===== config.mk =====
export PLATFORM = sky130hd
export DESIGN_NAME = rh_queue
export DESIGN_NICKNAME = d
export VERILOG_FILES = /design/src/rh_pkg.sv /design/src/rh_queue.sv
export SDC_FILE = /design/constraint.sdc
export NUM_CORES = 1
export LEC_CHECK = 0
export BUFFER_PORTS_ARGS = -buffer_cell sky130_fd_sc_hd__buf_4
export CORE_ASPECT_RATIO = 0.8
export CORE_UTILIZATION = 35
export DETAILED_ROUTE_END_ITERATION = 16
export PLACE_DENSITY = 0.65
export SLEW_MARGIN = 20
export SYNTH_ARGS = -nofsm -noshare
export SYNTH_HDL_FRONTEND = slang
export SYNTH_SLANG_ARGS = --single-unit

===== constraint.sdc =====
create_clock -name aclk -period 3.29 [get_ports aclk]
set_clock_uncertainty 0.15 [all_clocks]
set_input_delay 0.658 -clock aclk [delete_from_list [all_inputs] [get_ports aclk]]
set_output_delay 0.658 -clock aclk [all_outputs]
set_load 0.05 [all_outputs]

===== src/rh_pkg.sv =====
// Shared types and constants for the double-modulus rolling hash block.
// Used by every module of the block but rh_ram; depends on nothing.
package rh_pkg;

    localparam int MAX_LEN = 4096;
    localparam int LEN_W   = $clog2(MAX_LEN + 1);
    localparam int HASH_W  = 31;
    localparam int CHAR_W  = 8;
    localparam int ACT_W   = 2;

    localparam logic [ACT_W-1:0] ACT_CLEAR  = 2'd0;
    localparam logic [ACT_W-1:0] ACT_APPEND = 2'd1;
    localparam logic [ACT_W-1:0] ACT_QUERY  = 2'd2;

    // Command kinds as classified by the front end.
    localparam logic [1:0] CMD_CLEAR  = 2'd0;
    localparam logic [1:0] CMD_APPEND = 2'd1;
    localparam logic [1:0] CMD_QUERY  = 2'd2;
    localparam logic [1:0] CMD_REJECT = 2'd3;

    // Register indexes of the configuration port.
    localparam logic [1:0] REG_BASE = 2'd0;
    localparam logic [1:0] REG_MODA = 2'd1;
    localparam logic [1:0] REG_MODB = 2'd2;

    typedef struct packed {
        logic [1:0]        kind;
        logic [CHAR_W-1:0] char_code;
        logic [LEN_W-1:0]  range_start;
        logic [LEN_W-1:0]  range_end;
        logic [LEN_W-1:0]  len_after;
    } cmd_t;

    typedef struct packed {
        logic [HASH_W-1:0] hash_base;
        logic [HASH_W-1:0] modulus_a;
        logic [HASH_W-1:0] modulus_b;
    } cfg_t;

endpackage


===== src/rh_queue.sv =====
// Two-entry command queue between the front end and the back end.
// Depends on rh_pkg.
module rh_queue (
    input  logic         aclk,
    input  logic         aresetn,
    input  logic         push,
    input  rh_pkg::cmd_t push_cmd,
    output logic         not_full,
    input  logic         pop,
    output logic         not_empty,
    output rh_pkg::cmd_t head_cmd
);
    import rh_pkg::*;

    cmd_t       entry_reg [2];
    logic       wr_ptr_reg, rd_ptr_reg;
    logic [1:0] count_reg;

    assign not_full  = (count_reg != 2'd2);
    assign not_empty = (count_reg != 2'd0);
    assign head_cmd  = entry_reg[rd_ptr_reg];

    always_ff @(posedge aclk) begin
        if (!aresetn) begin
            wr_ptr_reg <= 1'b0;
            rd_ptr_reg <= 1'b0;
            count_reg  <= 2'd0;
        end else begin
            if (push) begin
                wr_ptr_reg <= ~wr_ptr_reg;
            end
            if (pop) begin
                rd_ptr_reg <= ~rd_ptr_reg;
            end
            if (push && !pop) begin
                count_reg <= count_reg + 2'd1;
            end else if (pop && !push) begin
                count_reg <= count_reg - 2'd1;
            end
        end
        if (push) begin
            entry_reg[wr_ptr_reg] <= push_cmd;
        end
    end
endmodule


# Word-level counts from Yosys, hierarchy flattened

Memory sizes are Yosys's and may differ from the RTL's. A register that Yosys moved wholly into a read port is not among the register bits.
Index checks and enable logic that the tools add are counted.

Register bits after elaboration: 4
RAM bits: 98
Input bits: 53
Word-level logic and storage cells: 21
Memories kept: 1

$add $sub $neg: 2
Eq/ne operators: 1
Muxes and demuxes: 6
Bitwise operators: 2
Reduce and logical (&&, ||, !) cells: 6

Memories:

| memory    | depth | bits a word | read ports | clocked after Yosys merged registers in | write ports | RTL line       | source |
|---|---|---|---|---|---|---|---|
| entry_reg | 2     | 49          | 1          | 1                                       | 1           | rh_queue.sv:15 | `cmd_t entry_reg [2];` |

Operators with widths:

| operator              | count |
|---|---|
| $mux W1               | 4 |
| $mux W2               | 2 |
| $reduce_bool A2 Y1    | 2 |
| $add A2 B1 Y2 const B | 1 |
| $logic_and A1 B1 Y1   | 2 |
| $logic_not A1 Y1      | 2 |
| $ne A2 B2 Y1 const B  | 1 |
| $not A1 Y1            | 2 |
| $sub A2 B1 Y2 const B | 1 |

# Logic depth before layout (Yosys ltp)

Word-level depth: 4
Gate-level depth with buffers: 5

# Least setup slack after synthesis

OpenSTA, ideal clock, no wires.

Kind: input to register
From: in push
To: mem entry_reg[0][0] in the netlist's numbering, enable pin
Arrival time: 2.863 ns
Setup slack: -0.185 ns
Stages on the path: 1
Buffers on the path: 0
Cell sequence: nor2b_1

Cells in the longest elaborated chain, start to end: 2

RTL lines:

| item                          | RTL line       | source |
|---|---|---|
| start, declared               | rh_queue.sv:6  | `input logic push,` |
| $mux W1                       | rh_queue.sv:41 | `if (push) begin` |
| $mux W1 (implied by the code) | rh_queue.sv:42 | `entry_reg[wr_ptr_reg] <= push_cmd;` |
| end, declared                 | rh_queue.sv:15 |  |

Every way passes these cells.

==> metrics.txt <==
# TYPE chip_impl_metric gauge
chip_impl_metric{name="worst_path_arrival_time",unit="ps"} 1570
chip_impl_info{name="hold_path_class",value="reg -> reg"} 1
chip_impl_metric{name="timing.final.hold_violations",unit=""} 0
chip_impl_metric{name="post_synthesis_instance_area",unit="um2"} 3750
chip_impl_metric{name="synth_xor_xnor_area_share",unit="%"} 0.700
chip_impl_metric{name="floorplan.die_area",unit="um2"} 11100
chip_impl_metric{name="synth_sequential_area_ratio",unit="%"} 81.1
chip_impl_info{name="critical_path.startpoint_type",value="flop"} 1
chip_impl_metric{name="instances_no_fill",unit=""} 430
chip_impl_metric{name="synthDominantCellAreaShare",unit="%"} 78.5
chip_impl_metric{name="synth_compound_area_share",unit="%"} 0.534
chip_impl_info{name="critical_path.top_delay_family",value="buffers and inverters"} 1
chip_impl_metric{name="synthSimpleGateAreaFrac",unit="%"} 1.50
chip_impl_metric{name="crit_path_max_fanout",unit=""} 24
chip_impl_metric{name="cts.clk_slew.worst_paths",unit="ps"} 60
chip_impl_metric{name="postSynthNetCount",unit=""} 228
chip_impl_metric{name="drc_violation_count_after_routing",unit=""} 0
chip_impl_metric{name="setup_tns",unit="ps"} 0
chip_impl_metric{name="setup_viol_count_final",unit=""} 0
chip_impl_metric{name="cts.repair_timing.setup_buffer_count",unit=""} 0
chip_impl_metric{name="final.min_clock_period",unit="ps"} 2380
chip_impl_metric{name="boundaryPins",unit=""} 104
chip_impl_info{name="capturing_element_type_of_the_critical_path",value="primary output"} 1
chip_impl_metric{name="initial_core_util",unit="%"} 36.3
chip_impl_metric{name="syn-instance-count",unit=""} 174
chip_impl_metric{name="slew_headroom",unit="%"} 54.3
chip_impl_metric{name="maxClockFrequency",unit="MHz"} 421
chip_impl_metric{name="grtUsageTotal",unit="%"} 11.8
chip_impl_info{name="ordered_cell_list_for_the_critical_path",value="buf_4 > mux2_2 > buf_4"} 1
chip_impl_metric{name="tritoncts.num_buffers",unit=""} 9
chip_impl_metric{name="finish.net_count",unit=""} 341
chip_impl_metric{name="ys_seq_elements",unit=""} 103
chip_impl_info{name="crit_path_top_delay_cell",value="sky130_fd_sc_hd__mux2_2"} 1
chip_impl_metric{name="largest_register_ffs",unit=""} 98
chip_impl_metric{name="dieHeight",unit="um"} 94.6
chip_impl_metric{name="num_rows",unit=""} 33
chip_impl_metric{name="share_of_synthesized_area_spent_on_multiplexers",unit="%"} 14.7
chip_impl_metric{name="cp.required",unit="ps"} 2480
chip_impl_info{name="cts.root.buffer_cell",value="sky130_fd_sc_hd__clkbuf_16"} 1
chip_impl_metric{name="gpl.final_weighted_congestion",unit=""} 0.689
chip_impl_metric{name="core-area",unit="um2"} 10300
chip_impl_metric{name="drtPass1Iterations",unit=""} 5
chip_impl_metric{name="netlist-cell-type-count",unit=""} 17
chip_impl_info{name="combinational_family_with_the_most_area_after_synthesis",value="multiplexers"} 1
chip_impl_metric{name="routed_wire_length_per_instance",unit="um"} 14.4
chip_impl_metric{name="cts.repair.resized",unit=""} 0
chip_impl_metric{name="syn2layout_area_growth",unit="%"} 33.7
chip_impl_metric{name="routed_wirelength",unit="um"} 6190
chip_impl_metric{name="fillerInstances",unit=""} 897
chip_impl_metric{name="io_buffers",unit=""} 103
chip_impl_metric{name="post_drt_via_cell_ratio",unit=""} 4.45
chip_impl_metric{name="tightestPinTransition",unit="ps"} 686
chip_impl_metric{name="die_width",unit="um"} 118
chip_impl_metric{name="antenna_violating_nets_post_route",unit=""} 0
chip_impl_info{name="cpMostUsedCell",value="sky130_fd_sc_hd__buf_4"} 1
chip_impl_metric{name="grt_pass1_vias",unit=""} 1987
chip_impl_metric{name="post-route-period-util",unit="%"} 72.3
chip_impl_metric{name="cts_hold_buf",unit=""} 0
chip_impl_metric{name="grt_antenna_before_repair",unit=""} 0
chip_impl_metric{name="synth-adder-area-share",unit="%"} 0.334
chip_impl_info{name="critPathKind",value="reg -> out"} 1
chip_impl_metric{name="wire_length_of_the_first_global_routing_pass",unit="um"} 9630
chip_impl_info{name="synth_area_leaders",value="sky130_fd_sc_hd__edfxtp_1, sky130_fd_sc_hd__mux2_2, sky130_fd_sc_hd__dfxtp_1, sky130_fd_sc_hd__and2_1, sky130_fd_sc_hd__buf_6"} 1
chip_impl_metric{name="cts_buffer_depth",unit=""} 2
chip_impl_metric{name="dpl.hpwl",unit="um"} 4020
chip_impl_metric{name="routed-via-count",unit=""} 1915
chip_impl_metric{name="irDropWorstVdd",unit="mV"} 0.382
chip_impl_metric{name="largest_net_degree_at_the_start_of_global_routing",unit=""} 51
chip_impl_info{name="setup_repair_after_global_routing_missed_its_margin",value="no"} 1
chip_impl_metric{name="clk_latency",unit="ps"} 330
chip_impl_metric{name="layout-drive-gt1-share",unit="%"} 59.7
chip_impl_metric{name="worst_path_largest_cell_delay",unit="ps"} 410
chip_impl_metric{name="total_count_of_max_transition_violations_in_the_final_report",unit=""} 0
chip_impl_metric{name="antenna_cells_inserted",unit=""} 0
chip_impl_metric{name="p_leak",unit="nW"} 1.87
chip_impl_metric{name="syn_avg_cell_area",unit="um2"} 21.6
chip_impl_info{name="synthDominantAreaCellType",value="sky130_fd_sc_hd__edfxtp_1"} 1
chip_impl_metric{name="path_buf_inv",unit=""} 2
chip_impl_metric{name="ys.warnings.count",unit=""} 0
chip_impl_info{name="cts_tree",value="yes"} 1
chip_impl_metric{name="initialDrtViolationCount",unit=""} 77
chip_impl_metric{name="dpl.cell_count",unit=""} 416
chip_impl_metric{name="cap_viol_max_count",unit=""} 0
chip_impl_metric{name="grt_overflow_total",unit=""} 0
chip_impl_metric{name="power.density",unit="nW/um2"} 631
chip_impl_metric{name="cts.sinks",unit=""} 103
chip_impl_info{name="status",value="finished clean"} 1
chip_impl_metric{name="h_tree_depth",unit=""} 3
==> layout make-up <==
class / count / area, um2 / area share, %
clock inverter: 4 / 72.6 / 1.45
inverter: 1 / 3.75 / 0.0748
tap: 140 / 175 / 3.49
clock buffer: 10 / 229 / 4.56
sequential: 103 / 3040 / 60.7
multi-input combinational: 65 / 676 / 13.5
timing repair buffer: 107 / 816 / 16.3
==> kinds of logic after synthesis <==
kind of cell | after synthesis
XOR/XNOR | 3
AO/OA/AOI/OAI | 3
buffers and inverters | 6
flip-flops | 103
adder cells (fa/ha/maj) | 1
multiplexers | 49
AND/OR/NAND/NOR | 9
==> worst register-to-register path, cell delays in order, from the launching register on <==
cell and delay, ps:
sky130_fd_sc_hd__dfxtp_1 380, sky130_fd_sc_hd__and2_2 600, sky130_fd_sc_hd__buf_12 280
==> where the power goes <==
part | leakage (nW) | total, mW | switching (mW) | internal, mW
Clock | 0.144 | 1.07 | 0.418 | 0.656
Sequential | 0.962 | 1.53 | 0.0170 | 1.51
Combinational | 0.763 | 0.558 | 0.356 | 0.202
==> cell usage after synthesis (all sizes together) <==
cell type	number
mux2	49
o21a	1
edfxtp	98
a21boi	1
xnor2	1
nor2b	2
buf	5
or3	1
xor2	2
o21ai	1
nand2b	1
and2	4
dfxtp	5
ha	1
or2	1
inv	1
==> metal layers <==
layer / GRT usage, % / part of all wire (%)
met5: 0 / 0
met4: 3.21 / 0.74
met3: 5.74 / 6.3
met2: 19.7 / 50
met1: 13.5 / 43
==> final timing paths <==
path	startpoint	end	slack, ps	cells past startpoint
setup / recovery	flop	head_cmd[47]	910	3
hold / removal	count_reg[1]	count_reg[1]	350	2
setup reg to reg	wr_ptr_reg	entry_reg[1][27]	1570	2
hold reg to reg	count_reg[1]	count_reg[1]	350	2
==> through the flow <==
step | area, um2 | total power [mW] | hold slack (ps) | utilization (%) | setup slack, ps
after global placement | 4710 | 2.12 | 331 | 45.7 | 1180
after detailed placement | 4710 | 2.12 | 345 | 45.7 | 1160
after CTS | 5020 | 3.21 | 338 | 48.6 | 871
after global routing | 5020 | 3.27 | 332 | 48.6 | 827
after floorplan | 3750 | 1.94 | 316 | - | 742
final | 5020 | 3.16 | 349 | 48.6 | 912
==> cells in the final DEF, fill, tap and decap left out <==
| cell type | netlist | final |
|---|---|---|
| sky130_fd_sc_hd__dfxtp_1 | 5 | 4 |
| sky130_fd_sc_hd__a21boi_1 | 1 | 1 |
| sky130_fd_sc_hd__clkinv_2 | 0 | 1 |
| sky130_fd_sc_hd__edfxtp_1 | 98 | 98 |
| sky130_fd_sc_hd__clkbuf_1 | 0 | 1 |
| sky130_fd_sc_hd__inv_1 | 1 | 1 |
| sky130_fd_sc_hd__clkbuf_16 | 0 | 9 |
| sky130_fd_sc_hd__xnor2_1 | 1 | 1 |
| sky130_fd_sc_hd__or2_2 | 1 | 1 |
| sky130_fd_sc_hd__and2_2 | 0 | 1 |
| sky130_fd_sc_hd__dfxtp_2 | 0 | 1 |
| sky130_fd_sc_hd__and2_1 | 4 | 3 |
| sky130_fd_sc_hd__ha_1 | 1 | 1 |
| sky130_fd_sc_hd__or3_1 | 1 | 1 |
| sky130_fd_sc_hd__o21ai_0 | 1 | 1 |
| sky130_fd_sc_hd__buf_12 | 0 | 1 |
| sky130_fd_sc_hd__o21a_1 | 1 | 1 |
| sky130_fd_sc_hd__nor2b_4 | 0 | 1 |
| sky130_fd_sc_hd__nor2b_1 | 2 | 1 |
| sky130_fd_sc_hd__buf_4 | 0 | 106 |
| sky130_fd_sc_hd__xor2_1 | 2 | 2 |
| sky130_fd_sc_hd__bufinv_16 | 0 | 2 |
| sky130_fd_sc_hd__clkinvlp_4 | 0 | 1 |
| sky130_fd_sc_hd__nand2b_1 | 1 | 1 |
| sky130_fd_sc_hd__mux2_2 | 49 | 49 |
(Power assumes the default switching activity.)
