File: config.mk
export PLATFORM = sky130hd
export DESIGN_NAME = rh_front
export DESIGN_NICKNAME = d
export VERILOG_FILES = /design/src/rh_pkg.sv /design/src/rh_front.sv
export SDC_FILE = /design/constraint.sdc
export NUM_CORES = 1
export LEC_CHECK = 0
export BUFFER_PORTS_ARGS = -buffer_cell sky130_fd_sc_hd__buf_2
export CAP_MARGIN = 20
export CORE_MARGIN = 2
export CORE_UTILIZATION = 30
export DETAILED_ROUTE_END_ITERATION = 6
export PLACE_DENSITY = 0.6
export SKIP_LAST_GASP = 1
export SLEW_MARGIN = 10
export SYNTH_ARGS = -nofsm -noshare
export SYNTH_HDL_FRONTEND = slang
export SYNTH_SLANG_ARGS = --single-unit
File: constraint.sdc
create_clock -name aclk -period 2.7 [get_ports aclk]
set_input_delay 0 -clock aclk [delete_from_list [all_inputs] [get_ports aclk]]
set_output_delay 0 -clock aclk [all_outputs]
set_load 0.1 [all_outputs]
File: src/rh_pkg.sv
// Shared types and constants for the double-modulus rolling hash block.
// Used by every module of the block but rh_ram; depends on nothing.
package rh_pkg;

    localparam int MAX_LEN = 4096;
    localparam int LEN_W   = $clog2(MAX_LEN + 1);
    localparam int HASH_W  = 31;
    localparam int CHAR_W  = 8;
    localparam int ACT_W   = 2;

    localparam logic [ACT_W-1:0] ACT_CLEAR  = 2'd0;
    localparam logic [ACT_W-1:0] ACT_APPEND = 2'd1;
    localparam logic [ACT_W-1:0] ACT_QUERY  = 2'd2;

    // Command kinds as classified by the front end.
    localparam logic [1:0] CMD_CLEAR  = 2'd0;
    localparam logic [1:0] CMD_APPEND = 2'd1;
    localparam logic [1:0] CMD_QUERY  = 2'd2;
    localparam logic [1:0] CMD_REJECT = 2'd3;

    // Register indexes of the configuration port.
    localparam logic [1:0] REG_BASE = 2'd0;
    localparam logic [1:0] REG_MODA = 2'd1;
    localparam logic [1:0] REG_MODB = 2'd2;

    typedef struct packed {
        logic [1:0]        kind;
        logic [CHAR_W-1:0] char_code;
        logic [LEN_W-1:0]  range_start;
        logic [LEN_W-1:0]  range_end;
        logic [LEN_W-1:0]  len_after;
    } cmd_t;

    typedef struct packed {
        logic [HASH_W-1:0] hash_base;
        logic [HASH_W-1:0] modulus_a;
        logic [HASH_W-1:0] modulus_b;
    } cfg_t;

endpackage

File: src/rh_front.sv
// Front end: accepts input transactions, tracks the string length and
// classifies each item into a command for the back end. Depends on rh_pkg.
module rh_front (
    input  logic                      aclk,
    input  logic                      aresetn,
    input  logic                      s_tvalid,
    output logic                      s_tready,
    input  logic [39:0]               s_tdata,  // char_code, range_start, range_end, zero pad
    input  logic [1:0]                s_tuser,  // action
    input  logic                      q_ready,
    output logic                      q_push,
    output rh_pkg::cmd_t              q_cmd
);
    import rh_pkg::*;

    logic [LEN_W-1:0] len_reg, len_next;
    logic [CHAR_W-1:0] ch;
    logic [LEN_W-1:0]  rs, re;

    assign ch = s_tdata[7:0];
    assign rs = s_tdata[20:8];
    assign re = s_tdata[33:21];
    assign s_tready = q_ready;
    assign q_push   = s_tvalid && q_ready;

    always_comb begin
        len_next          = len_reg;
        q_cmd.char_code   = ch;
        q_cmd.range_start = rs;
        q_cmd.range_end   = re;
        q_cmd.kind        = CMD_REJECT;
        case (s_tuser)
            ACT_CLEAR: begin
                q_cmd.kind = CMD_CLEAR;
                len_next   = '0;
            end
            ACT_APPEND: begin
                if (len_reg != LEN_W'(MAX_LEN)) begin
                    q_cmd.kind = CMD_APPEND;
                    len_next   = len_reg + LEN_W'(1);
                end
            end
            ACT_QUERY: begin
                if (!(rs > re || re > len_reg)) begin
                    q_cmd.kind = CMD_QUERY;
                end
            end
            default: q_cmd.kind = CMD_REJECT;
        endcase
        q_cmd.len_after = len_next;
    end

    always_ff @(posedge aclk) begin
        if (!aresetn) begin
            len_reg <= '0;
        end else if (q_push) begin
            len_reg <= len_next;
        end
    end
endmodule

; Yosys cells after proc, flatten, opt, wreduce, memory -nomap -nowiden
; Index checks and enable logic that the tools add are counted.
[word_totals]
inputBits = 46
wordCells = 15
register_bits = 13
output_inout_bits = 51
[classes]
muxes = 5
n_eq_ne = 3
magnitude_cmp = 2
add_sub_neg = 1
n_reduce_logical = 3
[ops]
columns = operator, count
row1 = $gt 13x13->1, 2
row2 = $pmux 13 s2, 1
row3 = $add 13x1->13 const B, 1
row4 = $mux 13, 1
row5 = $ne 13x13->1 const B, 1
row6 = $pmux 2 s3, 1
row7 = $eq 2x1->1 const B, 1
row8 = $eq 2x2->1 const B, 1
row9 = $logic_not 2->1, 1
row10 = $mux 2, 1
row11 = $logic_and 1x1->1, 1
row12 = $logic_or 1x1->1, 1
row13 = $mux 1, 1

; Logic depth before layout (Yosys ltp)
; Gate-level depths: netlist of run 1.
[logic_depth]
depth_word = 4
depth_mapped = 7
depth_no_buf = 7

; Worst setup path before layout of run 1
; No wires, ideal clock.
[synth_path]
kind = register to output
start = reg len_reg[0]
end = out q_cmd[0] (netlist name)
slack_ns = -0.883
t_arrival_ns = 3.583
required_ns = 2.700
path_stages_with_launch = 8
n_path_buf = 0
cell_sequence = dfxtp_1 > inv_1 > ha_1 > nor4bb_1 > a31oi_1 > nor2_1 > nand2_1 > o21ai_0
[synth_lines]
columns = element, line
row1 = start: declaration, rh_front.sv:16  ; logic [LEN_W-1:0] len_reg, len_next;
row2 = start signal: assignment, rh_front.sv:57  ; len_reg <= len_next;
row3 = end: declaration, rh_front.sv:12  ; output rh_pkg::cmd_t q_cmd

==> impl_metrics.ini, run 1 <==
[critical_path]
r2r-start = len_reg[2]
crit_type = flop to output pin
rr_endpoint = len_reg[9]
crit_start = len_reg[0]
cpPeakStageDelay_ps = 510
cp_max_fo = 9
worstSetupStartpointType = flop
cp_slowest_cell = dfxtp_1
crit_arrival_ps = 2460
critPathCapture = q_cmd[12]
cp-end-kind = output pin
crit_chain = ha_1 > nand4b_1 > nor2_1 > nand3_1 > xnor2_1 > nor2_1 > buf_2
cp_data_required_time_ps = 2700
ff2ff_setup_slack_ps = 580
crit_path_frequent_cell = nor2_1
worst-r2r-cell-count = 5

[layout]
syn_to_final_growth_pct = 13.2
final_area_um2 = 2080
multi_input_area_um2 = 1170
largest_register_ffs = 13
drive_above_1_share_pct = 31.2
nNetsFinal = 367
antennaDiodeCount = 0
regArea_um2 = 260
fillers = 663

[grt]
grt_max_degree = 18
grt_pass1_vias = 1579
grt_pass1_wl_um = 7230
grt_overflow = 0
antenna_found_initial = 0
track_usage_pct = 13.4

[clocking]
cts.sinks = 13
clockBufferDepth = 2
htree_levels = 1
clockRootBuffer = clkbuf_8
cts_hold_buf = 0
cts_tree = yes
post-cts-setup-buffers = 0
cts_resized = 0
path_clk_slew_ps = 60
clk_latency_ps = 250
cts_made_buffers = 3

[power_and_ir_drop]
power_uw = 747
p_clk_share_pct = 24.3
power-per-cell-area_nw_per_um2 = 360
p_int_uw = 373
net-switching-power_uw = 375
swShare_pct = 50.1
ir_worst_vdd_mv = 0.147
power_frac_comb_pct = 49.3
seq_power_share_pct = 26.5
p_leak_nw = 0.992

[placed_design]
io_buffers = 74
hpwl_um = 3760
gp_congestion = 0.869
place_area_um2 = 2030

[sta]
period_share_pct = 91.1
tightest_slew_ps = 629
drv_slew = 0
setup_viol = 0
fmax_ghz = 0.407
hold_viol = 0
fin_crit_ps = 2460
grt_setup_unrepaired = false
slew_headroom_pct = 57.9
final.setup.tns_ps = 0
skew_ps = 1.43

[logic_synthesis]
syn_inst = 253
synth_seq_area_share_pct = 14.2
synth_edf_count = 0
syn-cell-area_um2 = 1840
yosys_register_bits = 13
synth_top_area_share_pct = 19.1
yosysUniqueCellTypes = 41
synthTopCellsByArea = ha_1 19%, buf_4 14%, dfxtp_1 14%
avgSynthCellArea_um2 = 7.25
postSynth.asyncResetShare_pct = 0
yosysTopAreaCell = ha_1
synth_ff_type = dfxtp_1
synth_fp_nets = 327
yosys_warnings = 0

[floorplan]
io_pins = 97
rows = 28
start_util_pct = 31.0
core_um2 = 5920
die-area_um2 = 6760
die_y_um = 82.2
die_x_um = 82.2

[detailed_routing]
vias = 1803
drt_first_pass_iters = 4
drcViolationCount = 0
drt-total-wl_um = 4530
postRouteAntennaNets = 0
viasPerCell = 4.91
drt_iter0_drc = 56
wire_per_inst_um = 12.3

[job]
drv_cap = 0

[hold_path]
hp-class = input pin to output pin

[run_status]
status = finished clean
[metal layers]
metal  routed length, µm  part of all wire (%)  global-route usage [%]  up-vias
met5                   0                     0                       0        -
met4                  26                  0.57                    2.17        0
met3                 274                   6.0                    2.83        6
met2                2190                    48                    22.3       62
met1                2040                    45                    18.2      809
li1                    -                     -                       -      926
[critical path, delay by kind of cell (launching register included)]
kind,cells,cell delay [ps]
XOR/XNOR,1,180
adder cells (fa/ha/maj),1,230
buffers and inverters,1,440
flip-flops,1,510
AND/OR/NAND/NOR,4,860
[stage by stage]
step / setup slack, ps / hold WS [ps] / cells / utilization (%)
floorplan: 13.8 / 118 / 253 / -
global placement: 566 / 0.739 / 363 / 34.3
detailed placement: 544 / 0.739 / 363 / 34.3
CTS: 271 / 0.739 / 367 / 35.1
global route: 77.2 / 0.199 / 367 / 35.1
finish: 240 / 0.0439 / 367 / 35.1
[worst min-delay path by stage]
stage / start / depth (start not counted) / to
floorplan: aresetn / 1 / len_reg[4]
finish: s_tdata[5] / 0 / q_cmd[44]
global placement: s_tdata[0] / 0 / q_cmd[39]
global route: s_tdata[6] / 0 / q_cmd[45]
CTS: s_tdata[0] / 0 / q_cmd[39]
detailed placement: s_tdata[0] / 0 / q_cmd[39]
[placed cells by master, fill, tap and decap left out, types with 8 or more instances in the layout]
master	netlist	final
xnor2_1	10	10
dfxtp_1	13	13
nand2_1	17	17
ha_1	28	28
buf_2	1	74
o21ai_0	9	8
a21oi_1	21	21
nor2_1	24	22
inv_1	31	31
nand3_1	18	18
[power by group through the flow]
stage	Combinational, mW	Clock (mW)	Sequential [mW]
5_1_grt	0.394	0.194	0.198
3_5_place_dp	0.370	0	0.202
3_3_place_gp	0.366	0	0.202
2_1_floorplan	0.375	0	0.201
6_report	0.368	0.182	0.198
4_1_cts	0.371	0.186	0.198
[final cells by class]
cell class | instances | area share [%]
clock buffer | 3 | 1.99
clock inverter | 1 | 0.241
inverter | 31 | 5.60
multi-input combinational | 168 | 56.6
sequential | 13 | 12.5
tap | 75 | 4.52
timing repair buffer | 76 | 18.6
[kinds of logic after synthesis]
family,Yosys count,synth area share [%]
multiplexers,1,0.613
flip-flops,13,14.2
buffers and inverters,72,22.6
adder cells (fa/ha/maj),28,19.1
AO/OA/AOI/OAI,50,16.8
XOR/XNOR,10,4.77
AND/OR/NAND/NOR,79,21.9
[synthesized netlist by cell type, types with 2 or more instances]
cell      count
a31oi_1       2
ha_1         28
clkbuf_1      3
a21oi_1      21
nand4_1       2
o22ai_1       2
or2_2         2
a211oi_1      2
buf_4        35
o32ai_1       4
inv_1        31
o21ai_0       9
nand3_1      18
nor2_1       24
nor4_1        5
nor3_1        2
xnor2_1      10
or4_1         2
nand2_1      17
dfxtp_1      13
Power figures use the tool's default switching activity.
==> run 2: changes to the inputs <==
- SETUP_SLACK_MARGIN: not set -> 0.3
==> run 2 against run 1 <==
- total power grew 1.7%
- final cell count is the same
- flip-flop and latch count is the same
- critical path type unchanged
- highest routed layer unchanged
==> impl_metrics.ini, run 2 (same netlist as run 1, synthesis figures left out) <==
[placed_design]
io_buffers = 74
place_area_um2 = 2050
hpwl_um = 3800
gp_congestion = 0.847
dp.cells = 363

[layout]
syn_to_final_growth_pct = 16.2
nNetsFinal = 367
final_common_cell = buf_2
fillers = 647
final_cell_mix = 68 x buf_2, 31 x inv_1, 28 x ha_1
antennaDiodeCount = 0
drive_above_1_share_pct = 34.9
largest_register_ffs = 13
final_area_um2 = 2130
final_cells = 367

[clocking]
clockBufferDepth = 2
clockRootBuffer = clkbuf_8
post-cts-setup-buffers = 0
clk_latency_ps = 260
path_clk_slew_ps = 60
htree_levels = 1
cts_tree = yes
cts_made_buffers = 3
cts.sinks = 13

[floorplan]
die_y_um = 82.2
rows = 28
start_util_pct = 31.0
io_pins = 97
die_x_um = 82.2
die-area_um2 = 6760
core_um2 = 5920

[critical_path]
crit_type = flop to output pin
r2r-start = len_reg[3]
cp_max_fo = 5
crit_arrival_ps = 2240
ff2ff_setup_slack_ps = 650
cp_data_required_time_ps = 2700
worst-r2r-cell-count = 5
worstSetupStartpointType = flop
rr_endpoint = len_reg[9]
cp-end-kind = output pin

[sta]
setup_viol = 0
final.setup.tns_ps = 0
skew_ps = 7.14
fmax_ghz = 0.447
holdWs_ps = 0.0439
drv_slew = 0
slew_headroom_pct = 57.2
grt_setup_unrepaired = false
hold_viol = 0
fin_crit_ps = 2240
period_share_pct = 82.8
tightest_slew_ps = 640

[grt]
grt_pass1_vias = 1690
track_usage_pct = 14.6
grt_max_degree = 18
antenna_found_initial = 0
grt_overflow = 0
grt_pass1_wl_um = 7720

[detailed_routing]
vias = 1805
wire_per_inst_um = 12.8
drt_iter0_drc = 63
drt_first_pass_iters = 4
viasPerCell = 4.92
drcViolationCount = 0
drt-total-wl_um = 4680
postRouteAntennaNets = 0

[job]
drv_cap = 0

[hold_path]
hp-class = input pin to output pin
hold-path-cell-count = 0
hold_path_end = q_cmd[44]
worstHoldStart = s_tdata[5]

[power_and_ir_drop]
ir_worst_vdd_mv = 0.130
p_leak_nw = 0.995
power-per-cell-area_nw_per_um2 = 356

[run_status]
status = finished clean
-- run 2: final cells by class --
cell class,instances,area [µm²],share of cell area [%]
Multi-Input combinational cell,168,1210,56.7
Inverter,31,116,5.46
Clock buffer,3,41.3,1.94
Sequential cell,13,263,12.3
Clock inverter,1,5.00,0.235
Timing Repair Buffer,76,404,19.0
Tap cell,75,93.8,4.40
-- run 2: repair_timing --
item	in CTS	in global routing
resized for setup	5	7
endpoints found under the setup margin	5	10
hold buffers	0	0
-- run 2: worst max-delay path by stage --
stage | from | end | slack, ps | cells after the start
final | len_reg[1] | q_cmd[47] | 460 | 8
after global routing | len_reg[1] | q_cmd[47] | 300 | 8
after CTS | len_reg[0] | q_cmd[8] | 370 | 7
after detailed placement | len_reg[0] | q_cmd[12] | 540 | 7
after global placement | len_reg[0] | q_cmd[10] | 520 | 7
after floorplan | len_reg[0] | q_cmd[0] | 140 | 7
-- run 2: stage by stage --
stage	util [%]	power, mW	setup WS, ps
4_1_cts	35.6	0.763	367
2_1_floorplan	-	0.577	142
3_3_place_gp	34.6	0.569	519
5_1_grt	36.0	0.796	301
6_report	36.0	0.760	464
3_5_place_dp	34.6	0.573	537
-- run 2: where the power goes --
part	switching [mW]	leakage, nW	internal (mW)
Clock	0.0869	0.0255	0.103
Combinational	0.293	0.863	0.0797
Sequential	0.00417	0.106	0.194
-- run 2: per-layer routing --
metal	GRT usage [%]	routed length, µm
met1	18.3	1970
met3	3.26	338
met5	0	0
met4	3.33	64
met2	25.4	2300
-- run 2: critical path, stage by stage (launching register included) --
cell	delay (ps)
dfxtp_1	410
inv_1	110
ha_1	300
nor2b_1	130
o211ai_1	90
a2111oi_0	400
nor4_1	130
o22ai_2	160
buf_6	240
==> run 3: changes to the inputs <==
- clock period: 2.7 -> 2.3 ns (I/O delays scaled with it)
==> run 3 against run 2 <==
- via count up 9.4%
- first-iteration DRC count up 86%
- non-clock buffer count up 21
- flip-flop and latch count unchanged
- die area unchanged
- final area up 29%
- global-route usage up 0.76 points
- sequential power up 15%
- utilization up 10 points
- register-to-register slack worse by 260 ps
- clock power up 16%
- critical endpoint unchanged
==> impl_metrics.ini, run 3 (same netlist as run 1, synthesis figures left out) <==
[run_status]
status = finished clean

[grt]
use_met2_pct = 27.3
track_usage_pct = 15.4
grt.busiest_layer = met2
grtUsageMet3_pct = 3.26
grt_overflow = 0
antenna_found_initial = 0
grt_util_met1_pct = 18.9
grt_pass1_vias = 1779
grt_max_degree = 14
grt_pass1_wl_um = 8130

[clocking]
clockRootBuffer = clkbuf_8
path_clk_slew_ps = 60
clockBufferDepth = 2
cts_tree = yes
clk_latency_ps = 250
cts_hold_buf = 0
cts.sinks = 13
htree_levels = 1
cts_made_buffers = 3

[critical_path]
crit_chain = inv_2 > ha_4 > nand3_2 > or2_2 > a31oi_4 > nor4_4 > o22ai_4 > buf_12
worst-r2r-cell-count = 6
worstSetupStartpointType = flop
cp-end-kind = output pin
cp_max_fo = 5
crit_type = flop to output pin
cp_data_required_time_ps = 2300
crit_arrival_ps = 2080
cp_slowest_cell = dfxtp_4
cpPeakStageDelay_ps = 380

[hold_path]
hp-class = input pin to output pin
hold-path-cell-count = 0

[floorplan]
core_um2 = 5920
die_y_um = 82.2
start_util_pct = 31.0
die-area_um2 = 6760
io_pins = 97
die_x_um = 82.2
rows = 28

[layout]
fillers = 578
largest_register_ffs = 13
drive_above_1_share_pct = 54.6
final_common_cell = buf_2
regArea_um2 = 293
multi_input_area_um2 = 1510
antennaDiodeCount = 0
final_cell_mix = 63 x buf_2, 24 x buf_4, 22 x inv_1
syn_to_final_growth_pct = 49.3
nNetsFinal = 388

[sta]
final.setup.tns_ps = 0
tightest_slew_ps = 674
fin_crit_ps = 2080
period_share_pct = 90.4
grt_setup_unrepaired = true
fmax_ghz = 0.481
hold_viol = 0
setup_viol = 0
slew_headroom_pct = 55.0
drv_slew = 0
skew_ps = 3.01

[power_and_ir_drop]
power-per-cell-area_nw_per_um2 = 340
power_uw = 933
ir_worst_vdd_mv = 0.160
p_leak_nw = 1.19
net-switching-power_uw = 471
power_frac_comb_pct = 52.3
seq_power_share_pct = 24.3
p_int_uw = 462
p_clk_share_pct = 23.4
swShare_pct = 50.5

[placed_design]
io_buffers = 74
hpwl_um = 3960
gp_congestion = 0.873

[detailed_routing]
wire_per_inst_um = 13.7
drcViolationCount = 0
postRouteAntennaNets = 0
drt-total-wl_um = 5310
drt_iter0_drc = 117
viasPerCell = 5.09
vias = 1974
drt_first_pass_iters = 4

[job]
drv_cap = 0
==> run 3: critical path, delay by kind of cell, from the launching register on <==
family / cells / cell delay (ps)
adders and majority gates: 1 / 280
and+or+nand+nor: 3 / 520
DFF: 1 / 380
AOI/OAI and AO/OA: 2 / 370
buffers and inverters: 2 / 270
==> run 3: final cells by class <==
type / instances / area share (%)
clock buffer: 3 / 1.51
timing repair buffer: 97 / 24.4
sequential: 13 / 10.7
clock inverter: 1 / 0.183
multi-input combinational: 168 / 55.2
tap: 75 / 3.42
inverter: 31 / 4.61
==> run 3: what timing repair did <==
action / 4_1_cts / 5_1_grt
endpoints found under the setup margin: 13 / 15
gates resized for setup: 34 / 40
pin swaps: 9 / 14
buffers inserted: 3 / 15
==> run 3: power groups by stage <==
| stage | Clock (mW) | Combinational [mW] | Sequential, mW |
|---|---|---|---|
| 2_1_floorplan | 0 | 0.450 | 0.236 |
| 3_3_place_gp | 0 | 0.455 | 0.237 |
| 3_5_place_dp | 0 | 0.461 | 0.237 |
| 4_1_cts | 0.218 | 0.471 | 0.229 |
| 5_1_grt | 0.235 | 0.519 | 0.227 |
| 6_report | 0.219 | 0.488 | 0.227 |
==> run 3: layer usage <==
metal,part of all wire (%),up-vias
met5,0,-
met4,1.3,0
met3,7.1,9
met2,53,68
met1,39,927
li1,-,970
==> run 3: path summary, 6_finish.rpt <==
check / start / to / slack (ps)
setup / recovery: len_reg[8] / q_cmd[47] / 220
hold reg to reg: len_reg[8] / len_reg[8] / 520
setup reg to reg: len_reg[1] / len_reg[9] / 390
hold / removal: s_tdata[3] / q_cmd[42] / 0.04
==> run 3: through the flow <==
step / hold slack (ps) / instances / setup slack, ps / instance area [µm²] / util [%]
after floorplan: 118 / 253 / 104 / 1940 / -
after global placement: 0.681 / 366 / 333 / 2250 / 38.0
after detailed placement: 0.681 / 366 / 288 / 2250 / 38.0
after CTS: 0.681 / 373 / 216 / 2440 / 41.2
after global routing: 0.143 / 388 / 138 / 2740 / 46.3
final: 0.0439 / 388 / 221 / 2740 / 46.3
